<file path="config.mk">
export PLATFORM = sky130hd
export DESIGN_NAME = ps2_led_handshake_event_router_flat
export DESIGN_NICKNAME = d
export VERILOG_FILES = /design/src/pled_pkg.sv /design/src/pled_req_if.sv /design/src/pled_rsp_if.sv /design/src/pled_csr.sv /design/src/pled_core.sv /design/src/ps2_led_handshake_event_router.sv /design/src/flat_wrapper.sv
export SDC_FILE = /design/constraint.sdc
export NUM_CORES = 1
export LEC_CHECK = 0
export ABC_CLOCK_PERIOD_IN_PS = 6800
export BUFFER_PORTS_ARGS = -buffer_cell sky130_fd_sc_hd__buf_2
export CAP_MARGIN = 20
export CORE_MARGIN = 2
export CORE_UTILIZATION = 52
export DETAILED_ROUTE_END_ITERATION = 16
export PLACE_DENSITY = 0.84
export SYNTH_ARGS = -nofsm -noshare
export SYNTH_HDL_FRONTEND = slang
export SYNTH_SLANG_ARGS = --single-unit
</file>
<file path="constraint.sdc">
create_clock -name clock -period 6.8 [get_ports clock]
set_input_delay 1.36 -clock clock [delete_from_list [all_inputs] [get_ports clock]]
set_output_delay 1.36 -clock clock [all_outputs]
set_load 0.1 [all_outputs]
</file>
<file path="src/pled_pkg.sv">
`default_nettype none
package pled_pkg;

   // event kinds
   localparam logic [2:0] KIND_TICK   = 3'd0;
   localparam logic [2:0] KIND_KEYB   = 3'd1;
   localparam logic [2:0] KIND_AUX    = 3'd2;
   localparam logic [2:0] KIND_TOGGLE = 3'd3;
   localparam logic [2:0] KIND_IDLE   = 3'd4;

   // result actions
   localparam logic [2:0] ACT_NONE      = 3'd0;
   localparam logic [2:0] ACT_FWD_KEYB  = 3'd1;
   localparam logic [2:0] ACT_FWD_MOUSE = 3'd2;
   localparam logic [2:0] ACT_SEND_KEYB = 3'd3;
   localparam logic [2:0] ACT_DISCARD   = 3'd4;

   // set-lamps handshake phases
   localparam logic [2:0] PHASE_IDLE      = 3'd0;
   localparam logic [2:0] PHASE_SEND_CMD  = 3'd1;
   localparam logic [2:0] PHASE_AWAIT_ACK1 = 3'd2;
   localparam logic [2:0] PHASE_SEND_BITS = 3'd3;
   localparam logic [2:0] PHASE_AWAIT_ACK2 = 3'd4;

   localparam logic [7:0] ACK_BYTE      = 8'hFA;
   localparam logic [7:0] SET_LAMPS_CMD = 8'hED;
   localparam logic [7:0] TICK_MAX      = 8'hFF;

   // register map
   localparam int          CSR_ADDR_W       = 3;
   localparam logic [CSR_ADDR_W-1:0] CSR_INIT_TIMEOUT = 3'd0;
   localparam logic [7:0]  INIT_TIMEOUT_RESET = 8'd20;

   typedef struct packed {
      logic [2:0] kind;
      logic [7:0] data;
      logic       aux_flag;
   } req_type;

   typedef struct packed {
      logic [2:0] action;
      logic [7:0] out_byte;
      logic [2:0] lamp_bits;
   } rsp_type;

endpackage
`default_nettype wire

</file>
<file path="src/pled_req_if.sv">
`default_nettype none
interface pled_req_if;
   logic       valid;
   logic       ready;
   logic [2:0] kind;
   logic [7:0] data;
   logic       aux_flag;

   modport source (output valid, output kind, output data, output aux_flag, input ready);
   modport sink   (input valid, input kind, input data, input aux_flag, output ready);
endinterface
`default_nettype wire

</file>
<file path="src/pled_rsp_if.sv">
`default_nettype none
interface pled_rsp_if;
   logic       valid;
   logic       ready;
   logic [2:0] action;
   logic [7:0] out_byte;
   logic [2:0] lamp_bits;

   modport source (output valid, output action, output out_byte, output lamp_bits,
                   input ready);
   modport sink   (input valid, input action, input out_byte, input lamp_bits,
                   output ready);
endinterface
`default_nettype wire

</file>
<file path="src/pled_csr.sv">
`default_nettype none
module pled_csr
   import pled_pkg::*;
(
   input  wire logic                  clock,
   input  wire logic                  reset,
   input  wire logic                  psel,
   input  wire logic                  penable,
   input  wire logic                  pwrite,
   input  wire logic [CSR_ADDR_W-1:0] paddr,
   input  wire logic [31:0]           pwdata,
   output logic      [31:0]           prdata,
   output logic                       pready,
   output logic      [7:0]            init_timeout
);

   logic [7:0] timeout_ff;
   logic [7:0] timeout_in;
   logic       wr_en;

   assign pready = 1'b1;
   assign wr_en  = psel && penable && pwrite && (paddr == CSR_INIT_TIMEOUT);

   always_comb begin
      timeout_in = timeout_ff;
      if (wr_en) begin
         timeout_in = pwdata[7:0];
      end
   end

   always_ff @(posedge clock) begin
      if (reset) begin
         timeout_ff <= INIT_TIMEOUT_RESET;
      end else begin
         timeout_ff <= timeout_in;
      end
   end

   always_comb begin
      prdata = '0;
      if (paddr == CSR_INIT_TIMEOUT) begin
         prdata = {24'd0, timeout_ff};
      end
   end

   assign init_timeout = timeout_ff;

endmodule
`default_nettype wire

</file>
<file path="src/pled_core.sv">
`default_nettype none
module pled_core
   import pled_pkg::*;
(
   input  wire logic       clock,
   input  wire logic       reset,
   input  wire logic [7:0] init_timeout,
   pled_req_if.sink        req_ch,
   pled_rsp_if.source      rsp_ch
);

   logic       in_vld_ff, in_vld_in;
   req_type    in_ff, in_in;
   logic       out_vld_ff, out_vld_in;
   rsp_type    out_ff, out_in;

   logic [2:0] phase_ff, phase_in;
   logic [2:0] lamps_ff, lamps_in;
   logic       mouse_rdy_ff, mouse_rdy_in;
   logic [7:0] ticks_ff, ticks_in;

   logic       adv;
   logic [7:0] ticks_sat;
   logic [2:0] action;
   logic [7:0] byte_val;

   // stage moves when the result slot is free or being drained
   assign adv          = in_vld_ff && (!out_vld_ff || rsp_ch.ready);
   assign req_ch.ready = !in_vld_ff || adv;

   always_comb begin
      in_vld_in = in_vld_ff;
      in_in     = in_ff;
      if (req_ch.ready) begin
         in_vld_in = req_ch.valid;
         in_in     = '{kind: req_ch.kind, data: req_ch.data, aux_flag: req_ch.aux_flag};
      end
   end

   assign ticks_sat = (ticks_ff == TICK_MAX) ? ticks_ff : ticks_ff + 8'd1;

   always_comb begin
      phase_in     = phase_ff;
      lamps_in     = lamps_ff;
      mouse_rdy_in = mouse_rdy_ff;
      ticks_in     = ticks_ff;
      action       = ACT_NONE;
      byte_val     = '0;
      unique case (in_ff.kind)
         KIND_TICK: begin
            if (!mouse_rdy_ff) begin
               ticks_in = ticks_sat;
               if (ticks_sat >= init_timeout) begin
                  mouse_rdy_in = 1'b1;
                  action       = ACT_DISCARD;
               end
            end
         end
         KIND_KEYB: begin
            if (in_ff.data == ACK_BYTE && phase_ff == PHASE_AWAIT_ACK1) begin
               phase_in = PHASE_SEND_BITS;
            end else if (in_ff.data == ACK_BYTE && phase_ff == PHASE_AWAIT_ACK2) begin
               phase_in = PHASE_IDLE;
            end else begin
               action   = ACT_FWD_KEYB;
               byte_val = in_ff.data;
            end
         end
         KIND_AUX: begin
            if (in_ff.aux_flag) begin
               if (!mouse_rdy_ff) begin
                  mouse_rdy_in = 1'b1;    // first mouse byte is dropped
               end else begin
                  action   = ACT_FWD_MOUSE;
                  byte_val = in_ff.data;
               end
            end
         end
         KIND_TOGGLE: begin
            if (in_ff.data[7:2] == 6'd0 && in_ff.data[1:0] != 2'd3) begin
               lamps_in = lamps_ff ^ 3'(3'b001 << in_ff.data[1:0]);
               if (phase_ff == PHASE_IDLE) begin
                  phase_in = PHASE_SEND_CMD;
               end
            end
         end
         KIND_IDLE: begin
            if (phase_ff == PHASE_SEND_CMD) begin
               action   = ACT_SEND_KEYB;
               byte_val = SET_LAMPS_CMD;
               phase_in = PHASE_AWAIT_ACK1;
            end else if (phase_ff == PHASE_SEND_BITS) begin
               action   = ACT_SEND_KEYB;
               byte_val = {5'd0, lamps_ff};
               phase_in = PHASE_AWAIT_ACK2;
            end
         end
         default: begin
         end
      endcase
   end

   always_comb begin
      out_vld_in = out_vld_ff && !rsp_ch.ready;
      out_in     = out_ff;
      if (adv) begin
         out_vld_in = 1'b1;
         out_in     = '{action: action, out_byte: byte_val, lamp_bits: lamps_in};
      end
   end

   always_ff @(posedge clock) begin
      if (reset) begin
         in_vld_ff    <= 1'b0;
         out_vld_ff   <= 1'b0;
         phase_ff     <= PHASE_IDLE;
         lamps_ff     <= '0;
         mouse_rdy_ff <= 1'b0;
         ticks_ff     <= '0;
      end else begin
         in_vld_ff  <= in_vld_in;
         out_vld_ff <= out_vld_in;
         if (adv) begin
            phase_ff     <= phase_in;
            lamps_ff     <= lamps_in;
            mouse_rdy_ff <= mouse_rdy_in;
            ticks_ff     <= ticks_in;
         end
      end
   end

   always_ff @(posedge clock) begin
      in_ff  <= in_in;
      out_ff <= out_in;
   end

   assign rsp_ch.valid     = out_vld_ff;
   assign rsp_ch.action    = out_ff.action;
   assign rsp_ch.out_byte  = out_ff.out_byte;
   assign rsp_ch.lamp_bits = out_ff.lamp_bits;

   a_phase_range: assert property (@(posedge clock) disable iff (reset)
      phase_ff <= PHASE_AWAIT_ACK2)
      else $error("handshake phase out of range");

   a_mouse_sticky: assert property (@(posedge clock) disable iff (reset)
      mouse_rdy_ff |=> mouse_rdy_ff)
      else $error("mouse ready flag cleared");

   a_no_byte_on_none: assert property (@(posedge clock) disable iff (reset)
      out_vld_ff && (out_ff.action == ACT_NONE || out_ff.action == ACT_DISCARD)
      |-> out_ff.out_byte == 8'd0)
      else $error("byte present on action without byte");

   a_send_sets_wait: assert property (@(posedge clock) disable iff (reset)
      adv && action == ACT_SEND_KEYB
      |=> phase_ff == PHASE_AWAIT_ACK1 || phase_ff == PHASE_AWAIT_ACK2)
      else $error("send did not move handshake to an ack wait");

endmodule
`default_nettype wire

</file>
<file path="src/ps2_led_handshake_event_router.sv">
`default_nettype none
// PS/2 set-lamps handshake and event router. One controller event enters per
// request on req_ch (tick, keyboard byte, aux byte, lamp toggle, idle slot) and
// yields exactly one result on rsp_ch: an action, the byte it carries and the
// lamp bits after the event. Each request passes an input register, combinational
// decode and state update, and a result register, and a new request is taken every
// cycle while the result side keeps up. The
// handshake sends 0xED, then the lamp bits, only in idle slots; the matching
// 0xFA acks are swallowed. The APB register at byte address 0 holds the mouse
// init timeout in ticks (reset 20); write it only while no request is in flight.
module ps2_led_handshake_event_router
   import pled_pkg::*;
(
   input  wire logic                  clock,
   input  wire logic                  reset,
   pled_req_if.sink                   req_ch,
   pled_rsp_if.source                 rsp_ch,
   input  wire logic                  psel,
   input  wire logic                  penable,
   input  wire logic                  pwrite,
   input  wire logic [CSR_ADDR_W-1:0] paddr,
   input  wire logic [31:0]           pwdata,
   output logic      [31:0]           prdata,
   output logic                       pready
);

   logic [7:0] init_timeout;

   pled_csr u_csr (
      .clock        (clock),
      .reset        (reset),
      .psel         (psel),
      .penable      (penable),
      .pwrite       (pwrite),
      .paddr        (paddr),
      .pwdata       (pwdata),
      .prdata       (prdata),
      .pready       (pready),
      .init_timeout (init_timeout)
   );

   pled_core u_core (
      .clock        (clock),
      .reset        (reset),
      .init_timeout (init_timeout),
      .req_ch       (req_ch),
      .rsp_ch       (rsp_ch)
   );

endmodule
`default_nettype wire

</file>
<file path="src/flat_wrapper.sv">
// flat-port wrapper written by rule: the top's interface ports become plain ports
module ps2_led_handshake_event_router_flat import pled_pkg::*;
  (clock, reset, psel, penable, pwrite, paddr, pwdata, prdata, pready, req_ch_valid, req_ch_kind, req_ch_data, req_ch_aux_flag, req_ch_ready, rsp_ch_valid, rsp_ch_action, rsp_ch_out_byte, rsp_ch_lamp_bits, rsp_ch_ready);
  pled_req_if req_ch_i ();
  pled_rsp_if rsp_ch_i ();
  input  wire logic clock;
  input  wire logic reset;
  input  wire logic psel;
  input  wire logic penable;
  input  wire logic pwrite;
  input  wire logic [CSR_ADDR_W-1:0] paddr;
  input  wire logic [31:0] pwdata;
  output logic      [31:0] prdata;
  output logic pready;
  input wire logic [$bits(req_ch_i.valid)-1:0] req_ch_valid;
  input wire logic [$bits(req_ch_i.kind)-1:0] req_ch_kind;
  input wire logic [$bits(req_ch_i.data)-1:0] req_ch_data;
  input wire logic [$bits(req_ch_i.aux_flag)-1:0] req_ch_aux_flag;
  output wire logic [$bits(req_ch_i.ready)-1:0] req_ch_ready;
  output wire logic [$bits(rsp_ch_i.valid)-1:0] rsp_ch_valid;
  output wire logic [$bits(rsp_ch_i.action)-1:0] rsp_ch_action;
  output wire logic [$bits(rsp_ch_i.out_byte)-1:0] rsp_ch_out_byte;
  output wire logic [$bits(rsp_ch_i.lamp_bits)-1:0] rsp_ch_lamp_bits;
  input wire logic [$bits(rsp_ch_i.ready)-1:0] rsp_ch_ready;
  assign req_ch_i.valid = req_ch_valid;
  assign req_ch_i.kind = req_ch_kind;
  assign req_ch_i.data = req_ch_data;
  assign req_ch_i.aux_flag = req_ch_aux_flag;
  assign req_ch_ready = req_ch_i.ready;
  assign rsp_ch_valid = rsp_ch_i.valid;
  assign rsp_ch_action = rsp_ch_i.action;
  assign rsp_ch_out_byte = rsp_ch_i.out_byte;
  assign rsp_ch_lamp_bits = rsp_ch_i.lamp_bits;
  assign rsp_ch_i.ready = rsp_ch_ready;
  ps2_led_handshake_event_router u_core (.clock(clock), .reset(reset), .req_ch(req_ch_i), .rsp_ch(rsp_ch_i), .psel(psel), .penable(penable), .pwrite(pwrite), .paddr(paddr), .pwdata(pwdata), .prdata(prdata), .pready(pready));
endmodule
</file>
==> impl_metrics.tcl, run 1 <==
set metrics [dict create \
    outcome "finished clean" \
    cp_capture_type "output pin" \
    global_route.usage.total 0.1762 \
    power_density_nw_per_um2 213.0 \
    yosysUniqueCellTypes 52 \
    gp_congestion 0.8819 \
    cts_resized 0 \
    top_level_ports 103 \
    setup_viol 0 \
    cts_hold_repair.buffers 0 \
    design.die.area_um2 5879 \
    critical_path.cell_chain "buf_2 > nor2b_1 > nand2_1 > buf_2" \
    synth_flop_cell "sky130_fd_sc_hd__edfxtp_1" \
    grt_start_max_net_pins 27 \
    total_number_of_yosys_warnings 0 \
    synth_largest_area_cell "sky130_fd_sc_hd__edfxtp_1" \
    nNetsFinal 398 \
    worstSetupStartpoint "rsp_ch_ready" \
    timing.critical_path.fanout_max 13 \
    cp.required_ns 5.44 \
    cts-buffers-inserted 5 \
    clock-sinks 51 \
    synthTopCellsByCount "37 x sky130_fd_sc_hd__nand2_1, 27 x sky130_fd_sc_hd__nor2_1, 26 x sky130_fd_sc_hd__buf_4, 26 x sky130_fd_sc_hd__edfxtp_1, 25 x sky130_fd_sc_hd__dfxtp_1" \
    start_util 0.5377 \
    total_via_count_in_the_routed_design 2094 \
    syn-mean-instance-area_um2 9.670 \
    worst_skew_pair.late_latency_ns 0.32 \
    cp-start-kind "input pin" \
    clock_path_buffers 2 \
    worst_r2r_startpoint "u_core.u_core.ticks_ff[0]" \
    filler_instances 433 \
    drt_drc_violations_left 0 \
    drv_cap 0 \
    hold_path.startpoint "u_core.u_csr.init_timeout[6]" \
    route.detailed.vias_per_inst 5.158 \
    synth_sequential_area_ratio 0.4665 \
    cts_setup_buffers 0 \
    critical_path.top_delay_family "simple AND/OR/NAND/NOR gates" \
    place_hpwl_um 3746 \
    max_freq_mhz 257.8 \
    place_inst 398 \
    synthCells 284 \
    critPathSlowestCell "sky130_fd_sc_hd__buf_2" \
    final-max-slew-violation-count 0 \
    cts_tree "done" \
    max_slew.worst_pin.slew_ns 0.6912 \
    die_width_um 76.68 \
    core_um2 5107 \
    ctsRootBufferMaster "sky130_fd_sc_hd__clkbuf_8" \
    antenna_found_initial 0 \
    drt_iter0_drc 117 \
    finalHoldViolations 0 \
    first_pass_grt_wire_length_um 8424 \
    area_post_placement_um2 2965 \
    crit_type "input pin to output pin" \
    worstHoldPathType "register to register" \
    async_flop_share 0 \
    numPortBuffers 53 \
    ys_top_cells_by_area "sky130_fd_sc_hd__edfxtp_1 28%, sky130_fd_sc_hd__dfxtp_1 18%, sky130_fd_sc_hd__buf_4 7.1%" \
    globalRoute.totalOverflow 0 \
    synth_area_um2 2746 \
    finish.cell_count_without_fillers 406 \
    timing.slew.headroom 0.5387 \
    core.rowCount 26 \
    n_antenna_cell 0 \
    fin_worst_skew_ns 0.008619 \
    critical_path_buf_inv_count 2 \
    grt_setup_unrepaired "false" \
    ys_seq_elements 51 \
    die_h_um 76.68 \
    antenna_violating_nets_left 0 \
    route.detailed.wl_per_inst_um 12.71 \
    layout-area-overhead-vs-synth_pct 11.48 \
    worst_ep_arrival_time_ns 2.52 \
    period_minus_slack_ns 3.878 \
    critical-path-top-cell-by-count "sky130_fd_sc_hd__buf_2" \
    clock_tree.htree_level_count 2 \
    yosys.cell_count.top_type "sky130_fd_sc_hd__nand2_1" \
    finished_layout_cell_area_um2 3062 \
    power.static_leakage_nw 1.281 \
    totalWireLength_um 5159 \
    cts.clk_slew.worst_paths_ns 0.09 \
    drt_first_pass_iters 4 \
    worst_path_largest_cell_delay_ns 0.44 \
    post_route_cells_drive_above_1_share 0.2202 \
    synth-edff-count 26 \
    netlist.area_leader.share 0.2843 \
    vdd_drop_max_mv 0.1562 \
    fin_tns_setup_ns 0 \
    post-route-period-util 0.5703 \
    grt_pass1_vias 1913 \
]
-- logic make-up (layout without fill, tap and decap cells) --
| family | after synthesis | in the layout | synth area share |
|---|---|---|---|
| muxes | 6 | 6 | 0.02323 |
| xor gates and xnor gates | 12 | 12 | 0.03827 |
| and+or+nand+nor | 123 | 123 | 0.2424 |
| buffers and inverters | 41 | 70 | 0.09248 |
| AOI/OAI and AO/OA | 40 | 40 | 0.09340 |
| adders and majority gates | 9 | 9 | 0.04100 |
| other | 2 | 25 | 0.002735 |
| DFF | 51 | 51 | 0.4665 |
-- per-stage QoR --
stage               utilization  total power [mW]  hold WS [ns]  setup slack, ns
floorplan                     -            0.4653        0.4447            2.968
global placement         0.5806            0.4701        0.4571            2.928
detailed placement       0.5806            0.4717        0.4616            2.924
CTS                      0.5995            0.6540        0.4755            2.920
global route             0.5995            0.6669        0.5040            2.763
finish                   0.5995            0.6522        0.4741            2.922
-- where the power goes --
part	total [mW]	switching, mW	internal [mW]
clock	0.187	0.111	0.0764
combinational	0.126	0.109	0.0161
sequential	0.340	0.00730	0.332
total	0.652	0.227	0.425
-- per-layer routing --
layer | routed length (um) | up-vias | global-route usage
li1 | - | 1048 | -
met3 | 303 | 8 | 0.03059
met5 | 0 | - | 0
met1 | 2344 | 963 | 0.2228
met2 | 2428 | 75 | 0.2947
met4 | 83 | 0 | 0.08000
-- worst min-delay path: stages, from the launching register on --
cell                      delay (ns)
sky130_fd_sc_hd__dfxtp_1        0.33
sky130_fd_sc_hd__nand2_1        0.05
sky130_fd_sc_hd__a21oi_1        0.05
-- cell usage in the layout (no fill, tap or decap), types with 5 or more instances in the layout --
master,count
sky130_fd_sc_hd__dfxtp_1,25
sky130_fd_sc_hd__clkbuf_8,5
sky130_fd_sc_hd__and2_1,9
sky130_fd_sc_hd__nand2_1,37
sky130_fd_sc_hd__nor2_1,27
sky130_fd_sc_hd__edfxtp_1,26
sky130_fd_sc_hd__nand2b_1,5
sky130_fd_sc_hd__buf_2,53
sky130_fd_sc_hd__a21oi_1,16
sky130_fd_sc_hd__nand4_1,5
sky130_fd_sc_hd__nor3_1,7
sky130_fd_sc_hd__inv_1,9
sky130_fd_sc_hd__ha_1,9
sky130_fd_sc_hd__xnor2_1,8
sky130_fd_sc_hd__conb_1,25
sky130_fd_sc_hd__o21ai_0,8
sky130_fd_sc_hd__nand3_1,6
-- registers in the layout (all words and copies together) (netlist names) --
| register | count |
|---|---|
| u_core.u_core.in_ff | 12 |
| u_core.u_core.mouse_rdy_ff | 1 |
| u_core.u_core.rsp_ch.valid | 1 |
| u_core.u_core.rsp_ch.action | 3 |
| u_core.u_core.rsp_ch.lamp_bits | 3 |
| u_core.u_core.lamps_ff | 3 |
| u_core.u_csr.init_timeout | 8 |
| u_core.u_core.in_vld_ff | 1 |
| u_core.u_core.rsp_ch.out_byte | 8 |
| u_core.u_core.ticks_ff | 8 |
| u_core.u_core.phase_ff | 3 |
-- final cells by class --
type                    count  area (um^2)  area share
clock buffers               5        68.82     0.02248
clock inverters             3        27.53    0.008991
inverters                   9        33.78     0.01103
multi-input cells         215         1297      0.4238
flip-flops and latches     51         1281      0.4185
well taps                  70        87.58     0.02861
repair buffers             53        265.3     0.08664
-- worst paths after layout --
| path | to | slack (ns) | cells after the start |
|---|---|---|---|
| setup reg to reg | u_core.u_core.rsp_ch.action[2] | 3.80 | 10 |
| hold / removal | u_core.u_csr.init_timeout[6] | 0.47 | 2 |
| setup / recovery | req_ch_ready | 2.92 | 4 |
| hold reg to reg | u_core.u_csr.init_timeout[6] | 0.47 | 2 |
No activity file was read; power rests on OpenSTA's default activity.
==> run 2, diff against run 1 <==
Settings changed: ABC_CLOCK_PERIOD_IN_PS 6800 to 3600, CORE_UTILIZATION 52 to 49, PLACE_DENSITY 0.84 to 0.8.
Clock period 6.8 ns to 3.6 ns, I/O delays scaled along.
==> run 2 against run 1 <==
Global-route usage is 1.6 points lower. Combinational power rose by 88%. Design area increased by 0.33%. Register-to-register slack lost 3.0 ns. Critical path type is now register to register. Critical endpoint is now u_core.u_core.rsp_ch.action[2]. Largest power group unchanged.
==> impl_metrics.tcl, run 2 (same netlist as run 1, synthesis figures left out) <==
set metrics [dict create \
    crit_type "register to register" \
    clock_tree.htree_level_count 2 \
    cts-buffers-inserted 5 \
    final_cell_mix "53 x sky130_fd_sc_hd__buf_2, 37 x sky130_fd_sc_hd__nand2_1, 27 x sky130_fd_sc_hd__nor2_1" \
    fin_ws_ns 0.8478 \
    cts_hold_repair.buffers 0 \
    critPathSlowestCell "sky130_fd_sc_hd__dfxtp_1" \
    power.combinational.fraction 0.194 \
    post_route_cells_drive_above_1_share 0.2226 \
    seqPwrFrac 0.526 \
    nNetsFinal 399 \
    numPortBuffers 53 \
    power_density_nw_per_um2 396.5 \
    totalWireLength_um 4854 \
    critical_path_buf_inv_count 1 \
    critical_path.top_delay_family "simple AND/OR/NAND/NOR gates" \
    netSwitchingPower_mw 0.4171 \
    drt_drc_violations_left 0 \
    route.detailed.vias_per_inst 5.056 \
    vdd_drop_max_mv 0.2210 \
    antenna_violating_nets_left 0 \
    worst_ep_arrival_time_ns 2.81 \
    fin_worst_skew_ns 0.008777 \
    grt_pass1_vias 1858 \
    clock_path_buffers 2 \
    drt_first_pass_iters 4 \
    place_hpwl_um 3605 \
    outcome "finished clean" \
    timing.critical_path.fanout_max 10 \
    cts_resized 0 \
    hold_path.startpoint "u_core.u_csr.init_timeout[6]" \
    area_post_placement_um2 2975 \
    finalHoldViolations 0 \
    number_of_flip_flops_in_the_largest_register 12 \
    clock-sinks 51 \
    total_via_count_in_the_routed_design 2068 \
    top_level_ports 103 \
    finished_layout_cell_area_um2 3072 \
    max_slew.worst_pin.slew_ns 0.6944 \
    start_util 0.5018 \
    global_route.usage.total 0.1598 \
    critical_path.cell_chain "ha_1 > nand3_1 > nor3_2 > buf_4 > nor2_1 > mux2i_1 > ha_1 > and3_1 > a221o_1 > a31oi_1 > nor2_1" \
    cts.clk_slew.worst_paths_ns 0.10 \
    globalRoute.totalOverflow 0 \
    p_int_mw 0.8007 \
    total_power_mw 1.218 \
    worst_skew_pair.late_latency_ns 0.31 \
    core_um2 5473 \
    switching_share_of_power 0.3425 \
    period_minus_slack_ns 2.752 \
    cp.required_ns 3.66 \
    worst_path_largest_cell_delay_ns 0.43 \
    regMostFlops "u_core.u_core.in_ff" \
    cp_capture_type "register" \
    timing.slew.headroom 0.5366 \
    final_common_cell "sky130_fd_sc_hd__buf_2" \
    post-route-period-util 0.7645 \
    worstHoldPathType "register to register" \
    worst_r2r_startpoint "u_core.u_core.ticks_ff[0]" \
    layout-area-overhead-vs-synth_pct 11.85 \
    antenna_found_initial 0 \
    max_freq_mhz 363.3 \
    final-max-slew-violation-count 0 \
    drv_cap 0 \
    ctsRootBufferMaster "sky130_fd_sc_hd__clkbuf_8" \
    cts_tree "done" \
    cts_setup_buffers 0 \
    clkPwrFrac 0.279 \
    first_pass_grt_wire_length_um 8052 \
    gp_congestion 0.8436 \
    route.detailed.wl_per_inst_um 11.87 \
    design.die.area_um2 6220 \
    setup_viol 0 \
    final.hold.worst_slack_ns 0.4710 \
    drt_iter0_drc 163 \
    die_h_um 78.87 \
    grt_setup_unrepaired "false" \
    cp-start-kind "register" \
    core.rowCount 27 \
    n_antenna_cell 0 \
    worstSetupStartpoint "u_core.u_core.ticks_ff[0]" \
    die_width_um 78.87 \
    grt_start_max_net_pins 27 \
    fin_tns_setup_ns 0 \
    placement.setup.worst_slack_ns 0.9016 \
    power.static_leakage_nw 1.286 \
]
-- run 2: cell types whose count changed in the layout (fill, tap and decap cells not counted) --
| cell | before | now |
|---|---|---|
| sky130_fd_sc_hd__buf_4 | 0 | 1 |
| sky130_fd_sc_hd__clkinv_4 | 0 | 1 |
| sky130_fd_sc_hd__inv_6 | 1 | 0 |
-- run 2: metrics by stage --
stage	util	cells
detailed placement	0.5437	401
global placement	0.5437	401
floorplan	-	307
finish	0.5613	409
CTS	0.5613	409
global route	0.5613	409
-- run 2: per-layer routing --
metal,GRT usage,vias up,part of all wire
li1,-,1051,-
met4,0.06897,0,0.021
met5,0,-,0
met1,0.2086,939,0.48
met2,0.2581,70,0.45
met3,0.03295,8,0.050
-- run 2: worst paths after layout --
kind                                         end  slack, ns  cells after the start
setup / recovery  u_core.u_core.rsp_ch.action[2]       0.85                     11
hold / removal      u_core.u_csr.init_timeout[6]       0.47                      2
setup reg to reg  u_core.u_core.rsp_ch.action[2]       0.85                     11
hold reg to reg     u_core.u_csr.init_timeout[6]       0.47                      2
-- run 2: worst register-to-register path, stage by stage, from the launching register on --
cell                      delay [ns]
sky130_fd_sc_hd__dfxtp_1        0.43
sky130_fd_sc_hd__ha_1           0.27
sky130_fd_sc_hd__nand3_1        0.13
sky130_fd_sc_hd__nor3_2         0.16
sky130_fd_sc_hd__buf_4          0.19
sky130_fd_sc_hd__nor2_1         0.06
sky130_fd_sc_hd__mux2i_1        0.17
sky130_fd_sc_hd__ha_1           0.25
sky130_fd_sc_hd__and3_1         0.19
sky130_fd_sc_hd__a221o_1        0.34
sky130_fd_sc_hd__a31oi_1        0.22
sky130_fd_sc_hd__nor2_1         0.10
-- run 2: final cells by class --
| type | instances | area, um^2 |
|---|---|---|
| fillers | 483 | 2401 |
| clock inverters | 3 | 27.53 |
| well taps | 72 | 90.09 |
| repair buffers | 54 | 272.8 |
| clock buffers | 5 | 68.82 |
| flip-flops and latches | 51 | 1281 |
| inverters | 9 | 33.78 |
| multi-input cells | 215 | 1297 |
-- run 2: power by group through the flow --
stage | logic (mW) | clock network (mW) | registers [mW]
2_1_floorplan | 0.179 | 0 | 0.700
3_3_place_gp | 0.235 | 0 | 0.654
3_5_place_dp | 0.236 | 0 | 0.654
4_1_cts | 0.236 | 0.353 | 0.641
5_1_grt | 0.246 | 0.370 | 0.643
6_report | 0.237 | 0.340 | 0.641
==> run 3, diff against run 2 <==
Settings changed: ABC_CLOCK_PERIOD_IN_PS 3600 to 2800.
Clock period 3.6 ns to 2.8 ns, I/O delays scaled along.
==> run 3 against run 2 <==
Core utilization increased by 0.55 points. Critical endpoint unchanged. Design area grew 0.98%. Register-to-register slack worse by 0.71 ns.
==> impl_metrics.tcl, run 3 (same netlist as run 1, synthesis figures left out) <==
set metrics [dict create \
    regMostFlops "u_core.u_core.in_ff" \
    timing.slew.headroom 0.6540 \
    clkPwrFrac 0.286 \
    worstSetupStartpoint "u_core.u_core.ticks_ff[0]" \
    worst-path-stages 9 \
    nNetsFinal 402 \
    n_antenna_cell 0 \
    start_util 0.5018 \
    clock_path_buffers 2 \
    power.static_leakage_nw 1.302 \
    cts_hold_repair.buffers 0 \
    placement.setup.worst_slack_ns 0.1413 \
    worst_skew_pair.late_latency_ns 0.32 \
    netSwitchingPower_mw 0.5527 \
    met3_wirelength_um 305 \
    critical_path_buf_inv_count 0 \
    design.die.area_um2 6220 \
    crit_type "register to register" \
    filler_instances 452 \
    setup_viol 0 \
    drt_first_pass_iters 4 \
    drv_cap 0 \
    multi_input_area_um2 1304 \
    drt_iter0_drc 195 \
    post_route_cells_drive_above_1_share 0.2353 \
    worstHoldPathType "input pin to register" \
    layout-area-overhead-vs-synth_pct 12.94 \
    cp_capture_type "register" \
    power.combinational.fraction 0.194 \
    route.detailed.wl_per_inst_um 12.17 \
    top_layer_used "met4" \
    post-route-util 0.5668 \
    cts_resized 0 \
    cts_setup_buffers 0 \
    timing.critical_path.fanout_max 4 \
    seqPwrFrac 0.520 \
    fin_ws_ns 0.1336 \
    final-max-slew-violation-count 0 \
    fin_tns_setup_ns 0 \
    met2RoutedLength_um 2247 \
    switching_share_of_power 0.3486 \
    total_via_count_in_the_routed_design 2051 \
    first_pass_grt_wire_length_um 8493 \
    outcome "finished clean" \
    grt_pass1_vias 1870 \
    antenna_found_initial 0 \
    top_level_ports 103 \
    clock-sinks 51 \
    cp-start-kind "register" \
    critical_path.top_delay_family "simple AND/OR/NAND/NOR gates" \
    final.hold.worst_slack_ns 0.4178 \
    period_minus_slack_ns 2.666 \
    max_slew.worst_pin.slew_ns 0.5155 \
    critPathSlowestCell "sky130_fd_sc_hd__dfxtp_1" \
    cts-buffers-inserted 5 \
    max_freq_mhz 375.0 \
    worst_path_largest_cell_delay_ns 0.36 \
    number_of_flip_flops_in_the_largest_register 12 \
    worst_ep_arrival_time_ns 2.73 \
    final_common_cell "sky130_fd_sc_hd__buf_2" \
    post-route-period-util 0.9523 \
    globalRoute.totalOverflow 0 \
    routedLengthMet1_um 2360 \
    route.detailed.vias_per_inst 4.978 \
    drt_drc_violations_left 0 \
    critical_path.cell_chain "ha_1 > and3_1 > nand3_1 > mux2_2 > ha_1 > and3_1 > a221o_1 > a31oi_2 > nor2_1" \
    vdd_drop_max_mv 0.3042 \
    cts_tree "done" \
    antenna_violating_nets_left 0 \
    min_path_cells 1 \
    p_int_mw 1.033 \
    ff2ff_setup_slack_ns 0.13 \
    area.sequential_um2 1282 \
    global_route.usage.total 0.1713 \
    total_power_mw 1.585 \
    cp.required_ns 2.87 \
    final_cell_mix "53 x sky130_fd_sc_hd__buf_2, 37 x sky130_fd_sc_hd__nand2_1, 27 x sky130_fd_sc_hd__nor2_1" \
    fin_worst_skew_ns 0.01280 \
    hold_path.startpoint "req_ch_data[3]" \
    die_width_um 78.87 \
    finalHoldViolations 0 \
    cts.clk_slew.worst_paths_ns 0.10 \
    totalWireLength_um 5015 \
    power_density_nw_per_um2 511.1 \
    clock_tree.htree_level_count 2 \
    gp_congestion 0.8251 \
    core.rowCount 27 \
    place_hpwl_um 3583 \
    ctsRootBufferMaster "sky130_fd_sc_hd__clkbuf_8" \
    grt_start_max_net_pins 27 \
    numPortBuffers 53 \
    core_um2 5473 \
    die_h_um 78.87 \
    grt_setup_unrepaired "false" \
    ff2ff_path_depth 9 \
    worst_r2r_startpoint "u_core.u_core.ticks_ff[0]" \
]
## run 3: changes by cell type in the layout (fill, tap and decap cells not counted)
cell / delta
sky130_fd_sc_hd__clkinv_4: -1
sky130_fd_sc_hd__a31oi_1: -1
sky130_fd_sc_hd__dfxtp_1: -1
sky130_fd_sc_hd__a31oi_2: +1
sky130_fd_sc_hd__dfxtp_2: +1
sky130_fd_sc_hd__inv_6: +1
sky130_fd_sc_hd__buf_4: +3
## run 3: metal layers
| layer | track usage | up-vias |
|---|---|---|
| li1 | - | 1052 |
| met3 | 0.03409 | 10 |
| met4 | 0.06379 | 0 |
| met1 | 0.2374 | 912 |
| met2 | 0.2667 | 77 |
| met5 | 0 | - |
## run 3: area by class of cell
type,count,share of cell area
clock buffers,5,0.02219
clock inverters,3,0.008875
inverters,9,0.01089
multi-input cells,215,0.4203
flip-flops and latches,51,0.4135
well taps,72,0.02904
repair buffers,57,0.09520
## run 3: per-stage QoR
stage                     instance area [um^2]  cells
after floorplan                           2833    307
after global placement                    2998    404
after CTS                                 3094    412
after detailed placement                  2998    404
final                                     3102    412
after global routing                      3102    412
## run 3: final timing paths
path | endpoint
worst max-delay path | u_core.u_core.rsp_ch.action[2]
worst min-delay path | u_core.u_core.in_ff[4]
worst max register to register | u_core.u_core.rsp_ch.action[2]
worst min register to register | u_core.u_csr.init_timeout[6]
## run 3: power groups by stage
| stage | clock (mW) | combinational, mW | sequential [mW] |
|---|---|---|---|
| 2_1_floorplan | 0 | 0.230 | 0.901 |
| 3_3_place_gp | 0 | 0.304 | 0.840 |
| 3_5_place_dp | 0 | 0.305 | 0.841 |
| 4_1_cts | 0.460 | 0.306 | 0.824 |
| 5_1_grt | 0.495 | 0.319 | 0.828 |
| 6_report | 0.454 | 0.307 | 0.824 |
